**config.mk**
```make
export PLATFORM = sky130hd
export DESIGN_NAME = hit_event_builder_with_veto
export DESIGN_NICKNAME = d
export VERILOG_FILES = /design/src/rtl/core/hebv_pkg.sv /design/src/rtl/core/hebv_fifo.sv /design/src/rtl/core/hebv_front.sv /design/src/rtl/core/hebv_back.sv /design/src/rtl/core/hit_event_builder_with_veto.sv
export VERILOG_INCLUDE_DIRS = /design/src /design/src/rtl/core
export SDC_FILE = /design/constraint.sdc
export NUM_CORES = 1
export LEC_CHECK = 0
export BUFFER_PORTS_ARGS = -buffer_cell sky130_fd_sc_hd__buf_4
export CORE_ASPECT_RATIO = 1.5
export CORE_MARGIN = 2
export CORE_UTILIZATION = 55
export CTS_BUF_LIST = sky130_fd_sc_hd__clkbuf_4 sky130_fd_sc_hd__clkbuf_8
export DETAILED_ROUTE_END_ITERATION = 8
export GPL_ROUTABILITY_DRIVEN = 0
export PLACE_DENSITY_LB_ADDON = 0.1
export RECOVER_POWER = 25
export SYNTH_ARGS = -nofsm -noshare
export SYNTH_HDL_FRONTEND = slang
export SYNTH_SLANG_ARGS = --single-unit
```
**constraint.sdc**
```tcl
create_clock -name i_clk -period 9.84 [get_ports i_clk]
set_input_delay 1.476 -clock i_clk [delete_from_list [all_inputs] [get_ports i_clk]]
set_output_delay 1.476 -clock i_clk [all_outputs]
set_load 0.05 [all_outputs]
```
**src/rtl/core/hit_event_builder_with_veto_assert.svh**
```systemverilog
// Assertion macros for the hit event builder.
// All checks are clocked on i_clk and held off while i_rst_n is low.
`ifndef HIT_EVENT_BUILDER_WITH_VETO_ASSERT_SVH
`define HIT_EVENT_BUILDER_WITH_VETO_ASSERT_SVH

// Same-cycle implication.
`define HEBV_ASSERT_NOW(name, ante, cons, msg) \
    name: assert property (@(posedge i_clk) disable iff (!i_rst_n) (ante) |-> (cons)) \
        else $error(msg);

// Next-cycle implication.
`define HEBV_ASSERT_NEXT(name, ante, cons, msg) \
    name: assert property (@(posedge i_clk) disable iff (!i_rst_n) (ante) |=> (cons)) \
        else $error(msg);

`endif

```
**src/rtl/core/hebv_pkg.sv**
```systemverilog
package hebv_pkg;

    localparam int CFG_IDX_W  = 2;
    localparam int CFG_DATA_W = 16;
    localparam int MID_DEPTH  = 4;
    localparam int OUT_DEPTH  = 2;

    typedef logic [CFG_IDX_W-1:0]  t_cfg_idx;
    typedef logic [CFG_DATA_W-1:0] t_cfg_data;

    localparam t_cfg_idx REG_ENERGY_THR = t_cfg_idx'(0);
    localparam t_cfg_idx REG_VETO_THR   = t_cfg_idx'(1);

    // crystal kinds; anything else is ignored
    localparam logic [3:0] CRY_MAIN   = 4'd0;
    localparam logic [3:0] CRY_VETO_A = 4'd1;
    localparam logic [3:0] CRY_VETO_B = 4'd2;

    localparam logic [15:0] ENERGY_THR_RST = 16'd480;
    localparam logic [15:0] VETO_THR_RST   = 16'd1600;
    localparam logic [23:0] SUM_MAX        = 24'hFF_FFFF;
    localparam logic [7:0]  COUNT_MAX      = 8'hFF;

    typedef struct packed {
        logic [31:0] event_number;
        logic [7:0]  detector;
        logic [3:0]  crystal;
        logic [15:0] hit_energy;
        logic        stream_end;
    } t_hit;

    // hit after threshold compares, as carried through the queue
    typedef struct packed {
        logic [31:0] event_number;
        logic [3:0]  det_lo;
        logic        in_range;
        logic [15:0] hit_energy;
        logic        main_hit;
        logic        veto_a;
        logic        veto_b;
        logic        stream_end;
    } t_hit_cls;

    typedef struct packed {
        logic [31:0] event_tag;
        logic [23:0] energy_total;
        logic        veto_first;
        logic        veto_second;
        logic [7:0]  multiplicity;
        logic        single_valid;
        logic [3:0]  single_detector;
        logic [15:0] single_energy;
        logic        last_of_run;
    } t_event;

endpackage

```
**src/rtl/core/hebv_fifo.sv**
```systemverilog
module hebv_fifo #(
    parameter int W     = 8,
    parameter int DEPTH = 4
) (
    input  logic         i_clk,
    input  logic         i_rst_n,
    input  logic         i_push,
    input  logic [W-1:0] i_data,
    input  logic         i_pop,
    output logic [W-1:0] o_data,
    output logic         o_empty,
    output logic         o_full
);

    localparam int AW = (DEPTH > 1) ? $clog2(DEPTH) : 1;

    logic [W-1:0]  r_mem [DEPTH];
    logic [AW-1:0] r_wr, n_wr;
    logic [AW-1:0] r_rd, n_rd;
    logic [AW:0]   r_cnt, n_cnt;

    always_comb begin
        n_wr  = r_wr;
        n_rd  = r_rd;
        n_cnt = r_cnt + (AW+1)'(i_push) - (AW+1)'(i_pop);
        if (i_push) begin
            n_wr = (r_wr == AW'(DEPTH-1)) ? '0 : r_wr + 1'b1;
        end
        if (i_pop) begin
            n_rd = (r_rd == AW'(DEPTH-1)) ? '0 : r_rd + 1'b1;
        end
    end

    always_ff @(posedge i_clk) begin
        if (!i_rst_n) begin
            r_wr  <= '0;
            r_rd  <= '0;
            r_cnt <= '0;
        end else begin
            r_wr  <= n_wr;
            r_rd  <= n_rd;
            r_cnt <= n_cnt;
        end
    end

    always_ff @(posedge i_clk) begin
        if (i_push) begin
            r_mem[r_wr] <= i_data;
        end
    end

    assign o_data  = r_mem[r_rd];
    assign o_empty = (r_cnt == '0);
    assign o_full  = (r_cnt == (AW+1)'(DEPTH));

endmodule

```
**src/rtl/core/hebv_front.sv**
```systemverilog
module hebv_front #(
    parameter int DETECTORS = 16
) (
    input  logic                i_clk,
    input  logic                i_rst_n,
    input  logic                i_cfg_we,
    input  hebv_pkg::t_cfg_idx  i_cfg_idx,
    input  hebv_pkg::t_cfg_data i_cfg_data,
    input  hebv_pkg::t_hit      i_hit,
    output hebv_pkg::t_hit_cls  o_cls
);

    import hebv_pkg::*;

    logic [15:0] r_energy_thr;
    logic [15:0] r_veto_thr;
    logic        w_over_veto;

    always_ff @(posedge i_clk) begin
        if (!i_rst_n) begin
            r_energy_thr <= ENERGY_THR_RST;
            r_veto_thr   <= VETO_THR_RST;
        end else if (i_cfg_we) begin
            case (i_cfg_idx)
                REG_ENERGY_THR: r_energy_thr <= i_cfg_data;
                REG_VETO_THR:   r_veto_thr   <= i_cfg_data;
                default: ;
            endcase
        end
    end

    always_comb begin
        w_over_veto        = i_hit.hit_energy > r_veto_thr;
        o_cls.event_number = i_hit.event_number;
        o_cls.det_lo       = i_hit.detector[3:0];
        o_cls.in_range     = {1'b0, i_hit.detector} < 9'(DETECTORS);
        o_cls.hit_energy   = i_hit.hit_energy;
        o_cls.main_hit     = (i_hit.crystal == CRY_MAIN) && (i_hit.hit_energy > r_energy_thr);
        o_cls.veto_a       = (i_hit.crystal == CRY_VETO_A) && w_over_veto;
        o_cls.veto_b       = (i_hit.crystal == CRY_VETO_B) && w_over_veto;
        o_cls.stream_end   = i_hit.stream_end;
    end

endmodule

```
**src/rtl/core/hebv_back.sv**
```systemverilog
module hebv_back (
    input  logic               i_clk,
    input  logic               i_rst_n,
    input  logic               i_head_valid,
    input  hebv_pkg::t_hit_cls i_head,
    input  logic               i_res_ready,
    output logic               o_head_pop,
    output logic               o_res_push,
    output hebv_pkg::t_event   o_res
);

    import hebv_pkg::*;

    logic [31:0] r_open, n_open;
    logic [23:0] r_sum, n_sum;
    logic [7:0]  r_cnt, n_cnt;
    logic        r_va, n_va;
    logic        r_vb, n_vb;
    logic [3:0]  r_kd, n_kd;
    logic [15:0] r_ke, n_ke;
    logic        r_kr, n_kr;

    logic        w_go, w_id_change, w_split;
    logic [23:0] b_sum, h_sum, e_sum;
    logic [7:0]  b_cnt, h_cnt, e_cnt;
    logic        b_va, h_va, e_va;
    logic        b_vb, h_vb, e_vb;
    logic [3:0]  b_kd, h_kd, e_kd;
    logic [15:0] b_ke, h_ke, e_ke;
    logic        b_kr, h_kr, e_kr;
    logic [24:0] w_add;
    logic        w_single;

    always_comb begin
        w_go        = i_head_valid && i_res_ready;
        w_id_change = i_head.event_number != r_open;
        // id change plus end: close the old event now, keep the word at the head and replay it
        w_split     = w_id_change && i_head.stream_end;

        if (w_id_change) begin
            b_sum = '0; b_cnt = '0; b_va = 1'b0; b_vb = 1'b0;
            b_kd  = '0; b_ke  = '0; b_kr = 1'b0;
        end else begin
            b_sum = r_sum; b_cnt = r_cnt; b_va = r_va; b_vb = r_vb;
            b_kd  = r_kd;  b_ke  = r_ke;  b_kr = r_kr;
        end

        w_add = {1'b0, b_sum} + {9'd0, i_head.hit_energy};
        h_sum = b_sum;
        h_cnt = b_cnt;
        h_va  = b_va | i_head.veto_a;
        h_vb  = b_vb | i_head.veto_b;
        h_kd  = b_kd;
        h_ke  = b_ke;
        h_kr  = b_kr;
        if (i_head.main_hit) begin
            h_sum = w_add[24] ? SUM_MAX : w_add[23:0];
            h_cnt = (b_cnt == COUNT_MAX) ? b_cnt : b_cnt + 8'd1;
            h_kr  = i_head.in_range;
            if (i_head.in_range) begin
                h_kd = i_head.det_lo;
                h_ke = i_head.hit_energy;
            end
        end

        if (w_id_change) begin
            e_sum = r_sum; e_cnt = r_cnt; e_va = r_va; e_vb = r_vb;
            e_kd  = r_kd;  e_ke  = r_ke;  e_kr = r_kr;
        end else begin
            e_sum = h_sum; e_cnt = h_cnt; e_va = h_va; e_vb = h_vb;
            e_kd  = h_kd;  e_ke  = h_ke;  e_kr = h_kr;
        end

        w_single              = (e_cnt == 8'd1) && e_kr;
        o_res.event_tag       = r_open;
        o_res.energy_total    = e_sum;
        o_res.veto_first      = e_va;
        o_res.veto_second     = e_vb;
        o_res.multiplicity    = e_cnt;
        o_res.single_valid    = w_single;
        o_res.single_detector = w_single ? e_kd : 4'd0;
        o_res.single_energy   = w_single ? e_ke : 16'd0;
        o_res.last_of_run     = !w_split;

        o_res_push = w_go && (w_id_change || i_head.stream_end);
        o_head_pop = w_go && !w_split;

        n_open = r_open;
        n_sum  = r_sum; n_cnt = r_cnt; n_va = r_va; n_vb = r_vb;
        n_kd   = r_kd;  n_ke  = r_ke;  n_kr = r_kr;
        if (w_go) begin
            n_open = i_head.event_number;
            if (i_head.stream_end) begin
                n_sum = '0; n_cnt = '0; n_va = 1'b0; n_vb = 1'b0;
                n_kd  = '0; n_ke  = '0; n_kr = 1'b0;
            end else begin
                n_sum = h_sum; n_cnt = h_cnt; n_va = h_va; n_vb = h_vb;
                n_kd  = h_kd;  n_ke  = h_ke;  n_kr = h_kr;
            end
        end
    end

    always_ff @(posedge i_clk) begin
        if (!i_rst_n) begin
            r_open <= '0;
            r_sum  <= '0;
            r_cnt  <= '0;
            r_va   <= 1'b0;
            r_vb   <= 1'b0;
            r_kd   <= '0;
            r_ke   <= '0;
            r_kr   <= 1'b0;
        end else begin
            r_open <= n_open;
            r_sum  <= n_sum;
            r_cnt  <= n_cnt;
            r_va   <= n_va;
            r_vb   <= n_vb;
            r_kd   <= n_kd;
            r_ke   <= n_ke;
            r_kr   <= n_kr;
        end
    end

endmodule

```
**src/rtl/core/hit_event_builder_with_veto.sv**
```systemverilog
// A result word reaches the output through the hit queue and then the result queue.
// Throughput: one hit per cycle while the result queue has room; a hit that both changes
// the event id and ends the stream is handled twice, once per result word it produces.
// A 4-deep hit queue and a 2-deep result queue let either side stall on its own.
// Reset (i_rst_n low, synchronous): queues empty, open event id and accumulators zero,
// energy threshold 480, veto threshold 1600.
module hit_event_builder_with_veto #(
    parameter int DETECTORS = 16
) (
    input  logic                i_clk,
    input  logic                i_rst_n,
    input  logic                push,
    input  hebv_pkg::t_hit      i_hit,
    output logic                full,
    output logic                empty,
    input  logic                pop,
    output hebv_pkg::t_event    o_event,
    input  logic                i_cfg_we,
    input  hebv_pkg::t_cfg_idx  i_cfg_idx,
    input  hebv_pkg::t_cfg_data i_cfg_data
);

    import hebv_pkg::*;

    localparam int CLS_W = $bits(t_hit_cls);
    localparam int EV_W  = $bits(t_event);

    t_hit_cls         w_cls;
    t_hit_cls         w_mid_head;
    logic [CLS_W-1:0] w_mid_data;
    logic             w_in_push;
    logic             w_mid_empty;
    logic             w_mid_pop;

    t_event           w_res;
    logic [EV_W-1:0]  w_out_data;
    logic             w_res_push;
    logic             w_res_ready;
    logic             w_out_full;
    logic             w_out_pop;

    assign w_in_push   = push && !full;
    assign w_out_pop   = pop && !empty;
    assign w_res_ready = !w_out_full || w_out_pop;
    assign w_mid_head  = t_hit_cls'(w_mid_data);
    assign o_event     = t_event'(w_out_data);

    hebv_front #(
        .DETECTORS(DETECTORS)
    ) u_front (
        .i_clk      (i_clk),
        .i_rst_n    (i_rst_n),
        .i_cfg_we   (i_cfg_we),
        .i_cfg_idx  (i_cfg_idx),
        .i_cfg_data (i_cfg_data),
        .i_hit      (i_hit),
        .o_cls      (w_cls)
    );

    hebv_fifo #(
        .W     (CLS_W),
        .DEPTH (MID_DEPTH)
    ) u_mid_q (
        .i_clk   (i_clk),
        .i_rst_n (i_rst_n),
        .i_push  (w_in_push),
        .i_data  (w_cls),
        .i_pop   (w_mid_pop),
        .o_data  (w_mid_data),
        .o_empty (w_mid_empty),
        .o_full  (full)
    );

    hebv_back u_back (
        .i_clk        (i_clk),
        .i_rst_n      (i_rst_n),
        .i_head_valid (!w_mid_empty),
        .i_head       (w_mid_head),
        .i_res_ready  (w_res_ready),
        .o_head_pop   (w_mid_pop),
        .o_res_push   (w_res_push),
        .o_res        (w_res)
    );

    hebv_fifo #(
        .W     (EV_W),
        .DEPTH (OUT_DEPTH)
    ) u_out_q (
        .i_clk   (i_clk),
        .i_rst_n (i_rst_n),
        .i_push  (w_res_push),
        .i_data  (w_res),
        .i_pop   (w_out_pop),
        .o_data  (w_out_data),
        .o_empty (empty),
        .o_full  (w_out_full)
    );

`include "hit_event_builder_with_veto_assert.svh"

    `HEBV_ASSERT_NOW(a_res_room, w_res_push, !w_out_full || w_out_pop, "result queue overrun")
    `HEBV_ASSERT_NOW(a_mid_pop_ok, w_mid_pop, !w_mid_empty, "hit queue underrun")
    `HEBV_ASSERT_NEXT(a_split_holds, w_res_push && !w_res.last_of_run, !w_mid_empty, "split hit lost")

endmodule
```
; After elaboration in Yosys (flattened, before gate mapping)
; Memory sizes are Yosys's and may differ from the RTL's. A register that Yosys moved wholly into a read port is not among the register bits.
; Cells that the tools add are included.
[totals]
register_bits = 130
latchBits = 0
mem_bits_rw = 404
romBits = 0
in_bits = 84
output_inout_bits = 90
wordCells = 110
mem_count = 2
[mem_list]
columns = memory, words, width, read_ports, rd_clocked_by_memory_dff, write_ports, line
row1 = u_mid_q.r_mem, 4, 57, 1, 1, 1, hebv_fifo.sv:17  ; logic [W-1:0] r_mem [DEPTH];
row2 = u_out_q.r_mem, 2, 88, 1, 1, 1, hebv_fifo.sv:17
[op_classes]
addsub = 10
mul = 0
n_div = 0
order_cmp = 3
n_eq_ne = 10
n_shift = 0
muxes = 44
bitwise = 2
reduce_logical = 23
[ops]
columns = operator, count
row1 = two-way mux 24 bit, 5
row2 = two-way mux 16 bit, 6
row3 = two-way mux 8 bit, 5
row4 = > comparator 16 bit, 2
row5 = != test 32 bit, 1
row6 = adder 24 x 16 -> 25 bit, 1
row7 = two-way mux 4 bit, 6
row8 = two-way mux 1 bit, 18
row9 = logical AND 1 bit, 10
row10 = adder 8 x 1 -> 8 bit (second input constant), 1
row11 = == test 8 x 1 -> 1 bit (second input constant), 1
row12 = == test 8 bit (second input constant), 1
row13 = less-than comparator 8 x 5 -> 1 bit (second input constant), 1
row14 = two-way mux 2 bit, 4
row15 = == test 2 bit (second input constant), 3
row16 = zero test 1 bit, 5
row17 = adder 2 x 1 -> 2 bit (second input constant), 2
row18 = == test 4 x 1 -> 1 bit (second input constant), 1
row19 = == test 4 x 2 -> 1 bit (second input constant), 1
row20 = zero test 2 bit, 2
row21 = zero test 4 bit, 1
row22 = AND reduction 2 bit, 2
row23 = adder 3 x 1 -> 3 bit, 1
row24 = == test 3 bit (second input constant), 1
row25 = 8 further kinds, 11

; Logic depth before layout (Yosys ltp)
[depth]
word_depth = 9
ltp_mapped = 24
mapped_depth_nobuf = 17

; Modules after synthesis
; From an unflattened synthesis, not the netlist that was laid out.
[hier_totals]
cells_unflattened = 1747
area_unflattened_um2 = 23737.8
[by_module_without_submodules]
columns = mod, n_inst, cells_per_inst, area_per_inst_um2, seq_area_each_um2
row1 = hebv_fifo at u_mid_q, 1, 341, 8675.8, 7026.7
row2 = hebv_fifo at u_out_q, 1, 295, 6651.4, 5385.2
row3 = hebv_back, 1, 802, 5953.2, 1741.7
row4 = hebv_front, 1, 305, 2419.8, 640.6
row5 = hit_event_builder_with_veto, 1, 4, 37.5, 0.0

; Least setup slack after synthesis
; No wires, ideal clock.
[synth_timing]
kind = flip-flop to flip-flop
startpoint = reg with a tool-made name
endpoint = mem u_out_q.r_mem[0][0] (netlist bit) (enable)
setup_ps = 536
t_arrival_ps = 5897
t_required_ps = 9304
setup_slack_ps = 3407
path_stages_with_launch = 12
n_path_buf = 3
period_less_slack_ps = 6433
path_cell_list = dfxtp_1 buf_2 buf_2 mux4_2 xnor2_1 nand3_1 nor4_1 and4_1 nand2b_1 clkbuf_1 nand2_1 nor2_1
[synth_lines]
columns = item, line
row1 = to (decl), hebv_fifo.sv:17

==> results_dict.tcl <==
set metrics [dict create \
    finalSetupViolations 0 \
    grtUsageMet2_pct 41.4 \
    synth_fp_nets 1831 \
    async_flop_share_pct 0 \
    syn_avg_cell_area_um2 13.6 \
    postCtsResizedCells 0 \
    chipHeight_um 254 \
    cts_hold_buf 0 \
    rows 91 \
    netlist_instances 1687 \
    timing.rr.end "u_out_q.r_mem[0][37]" \
    vias 14100 \
    dieArea_um2 43400 \
    tritoncts "done" \
    clkTransAtPathRegs_ps 60 \
    dieWidth_um 171 \
    grt_max_degree 93 \
    grt_pass1_vias 14400 \
    overflow 0 \
    initial_core_util_pct 55.8 \
    ant_nets 0 \
    postCtsSetupRepairBufs 0 \
    worstSkewPairLatency_ps 640 \
    rsz0062_at_grt "false" \
    worst_slew_pin_slew_ps 1210 \
    worstSetupStartpointType "flop" \
    layout-drive-gt1-share_pct 23.7 \
    track_usage_pct 23.5 \
    core_um2 41100 \
    numCtsBuffers 79 \
    area_growth_pct 14.6 \
    final.setup.worst_slack_ps 2900 \
    post_dp_cell_area_um2 24800 \
    crit_arrival_ps 7320 \
    ys_warn_count 0 \
    power.density_nw_per_um2 306 \
    rrSetupSlack_ps 2900 \
    fillers 3121 \
    status "finished clean" \
    max_clock_freq_mhz 144 \
    finalNetCount 2022 \
    regArea_um2 14800 \
    dp_hpwl_um 33300 \
    stdcell_area_um2 26300 \
    min_period_ps 6940 \
    cp_data_required_time_ps 10220 \
    grt_util_met3_pct 3.77 \
    drc 0 \
    crit_fanout 41 \
    synth_edf_count 404 \
    slew_headroom_pct 18.9 \
    crit_chain "buf_4 > mux4_2 > xnor2_1 > nand4_1 > nor4_1 > and4_1 > buf_4 > and2_1 > ha_1 > a21oi_1 > o21ai_0 > a2111oi_0 > o211ai_1 > and3_1 > a21oi_1 > nand2_1 > o22a_1" \
    finalNonFillerCells 2505 \
    grt.met1_usage_pct 27.1 \
    critPathKind "reg -> reg" \
    fin_crit_sh_pct 70.5 \
    reg2reg_depth 17 \
    slew_violations 0 \
    ir_worst_vdd_v 0.000238 \
    wl_per_cell_um 20.1 \
    drt_iter0_drc 855 \
    wirelength_um 50400 \
    cts_num_sinks 537 \
    power.leakage_nw 9.22 \
    io-pin-count 174 \
    fin_setup_tns_ps 0 \
    cts-root-buf "clkbuf_8" \
    finalHoldViolCount 0 \
    post-place-ws_ps 2970 \
    cp_slowest_cell "dfxtp_2" \
    endpoint "u_out_q.r_mem[0][37]" \
    skew_ps 19.7 \
    placed_cells 2355 \
    grt_pass1_wl_um 77300 \
    synth-seq-area-share_pct 64.5 \
    endpoint_kind "flop" \
    ys_ff_latch 537 \
    synthFlopType "edfxtp_1" \
    drv_cap 0 \
    cts_buffer_depth 3 \
    numPortBuffers 173 \
    htree_num_levels 3 \
    cp_slowest_stage_delay_ps 1000 \
    synthDistinctLibCells 64 \
    top_usage_layer "met2" \
    multi_input_area_um2 7620 \
    firstDrtPassIters 7 \
    netlist_area_um2 23000 \
    antenna_found_initial 2 \
    vias_per_cell 5.63 \
    hold_class "reg -> reg" \
]
## report_power, final
part,internal [W],total (W),switching (W)
Sequential,0.00302,0.00328,0.000265
Clock,0.00109,0.00193,0.000840
Combinational,0.000973,0.00285,0.00188
Total,0.00508,0.00806,0.00299
## cells in the final DEF, fill, tap and decap left out, drive strengths merged, types with 25 or more instances in the layout
cell type	Yosys	final
edfxtp	404	404
nand2	186	186
clkbuf	49	167
buf	32	140
dfxtp	133	133
nor2	112	112
a21oi	106	106
mux2	96	96
inv	60	64
ha	58	58
mux4	53	53
o21ai	50	50
xnor2	38	38
and2	30	30
mux2i	29	29
a22oi	25	25
## cell usage after synthesis, types with 25 or more instances
master	count	area [µm²]
mux2_2	96	1080
mux4_2	53	1190
dfxtp_1	133	2660
mux2i_1	29	290
xnor2_1	38	333
a21oi_1	106	531
nand2_1	186	698
inv_1	60	225
o21ai_0	47	235
edfxtp_1	404	12100
clkbuf_1	49	184
a22oi_1	25	188
ha_1	58	726
nor2_1	95	357
and2_1	29	181
## cells by family after synthesis
group	count (synthesis)	synth area share, %
buffers and inverters	141	2.52
muxes	178	11.2
xor gates and xnor gates	51	1.95
AOI/OAI and AO/OA	281	7.60
adders and majority gates	60	3.34
DFF	537	64.5
and+or+nand+nor	439	8.97
## flip-flops by register name, summed over array words and instances (netlist names), 4 cells and up, named ones only
name                  cells
u_mid_q.r_mem           228
u_out_q.r_mem           176
u_back.r_open            32
u_back.r_sum             24
u_back.r_ke              16
u_front.r_energy_thr     16
u_front.r_veto_thr       16
u_back.r_cnt              8
u_back.r_kd               4
## through the flow
step / hold WS [ps] / total power (W) / utilization (%)
after floorplan: 416 / 0.00537 / -
after global placement: 428 / 0.00618 / 60.3
after detailed placement: 430 / 0.00623 / 60.3
after CTS: 438 / 0.00816 / 64.5
after global routing: 469 / 0.00845 / 64.0
final: 438 / 0.00806 / 64.0
## worst min-delay path by stage
stage	start	to	slack, ps	cells after the start
after CTS	u_back.r_sum[0]	u_back.r_sum[0]	440	2
after floorplan	u_back.r_sum[0]	u_back.r_sum[0]	420	2
after global placement	u_back.r_sum[1]	u_back.r_sum[1]	430	2
after global routing	u_back.r_sum[0]	u_back.r_sum[0]	470	2
after detailed placement	u_back.r_sum[0]	u_back.r_sum[0]	430	2
final	u_back.r_sum[0]	u_back.r_sum[0]	440	2
## critical path: cells and delay by family, from the launching register on
kind	cells	cell delay, ps
compound gates	6	2450
simple gates	6	1480
flops	1	1000
buf+inv	2	890
mux	1	400
fa+ha+maj	1	280
xor+xnor	1	150
## final cells by class
class	instances	area share, %
well taps	558	2.65
clock inverters	31	1.18
repair buffers	191	4.72
flip-flops and latches	537	56.3
diodes	3	0.0285
clock buffers	116	5.35
multi-input cells	1009	28.9
inverters	60	0.861
## metal layers
layer / vias to the layer above / wire, µm
li1: 6669 / -
met1: 6945 / 19500
met2: 381 / 26000
met3: 104 / 2440
met4: 0 / 2400
met5: - / 0
Note: power is estimated with default switching activity, not from simulation.
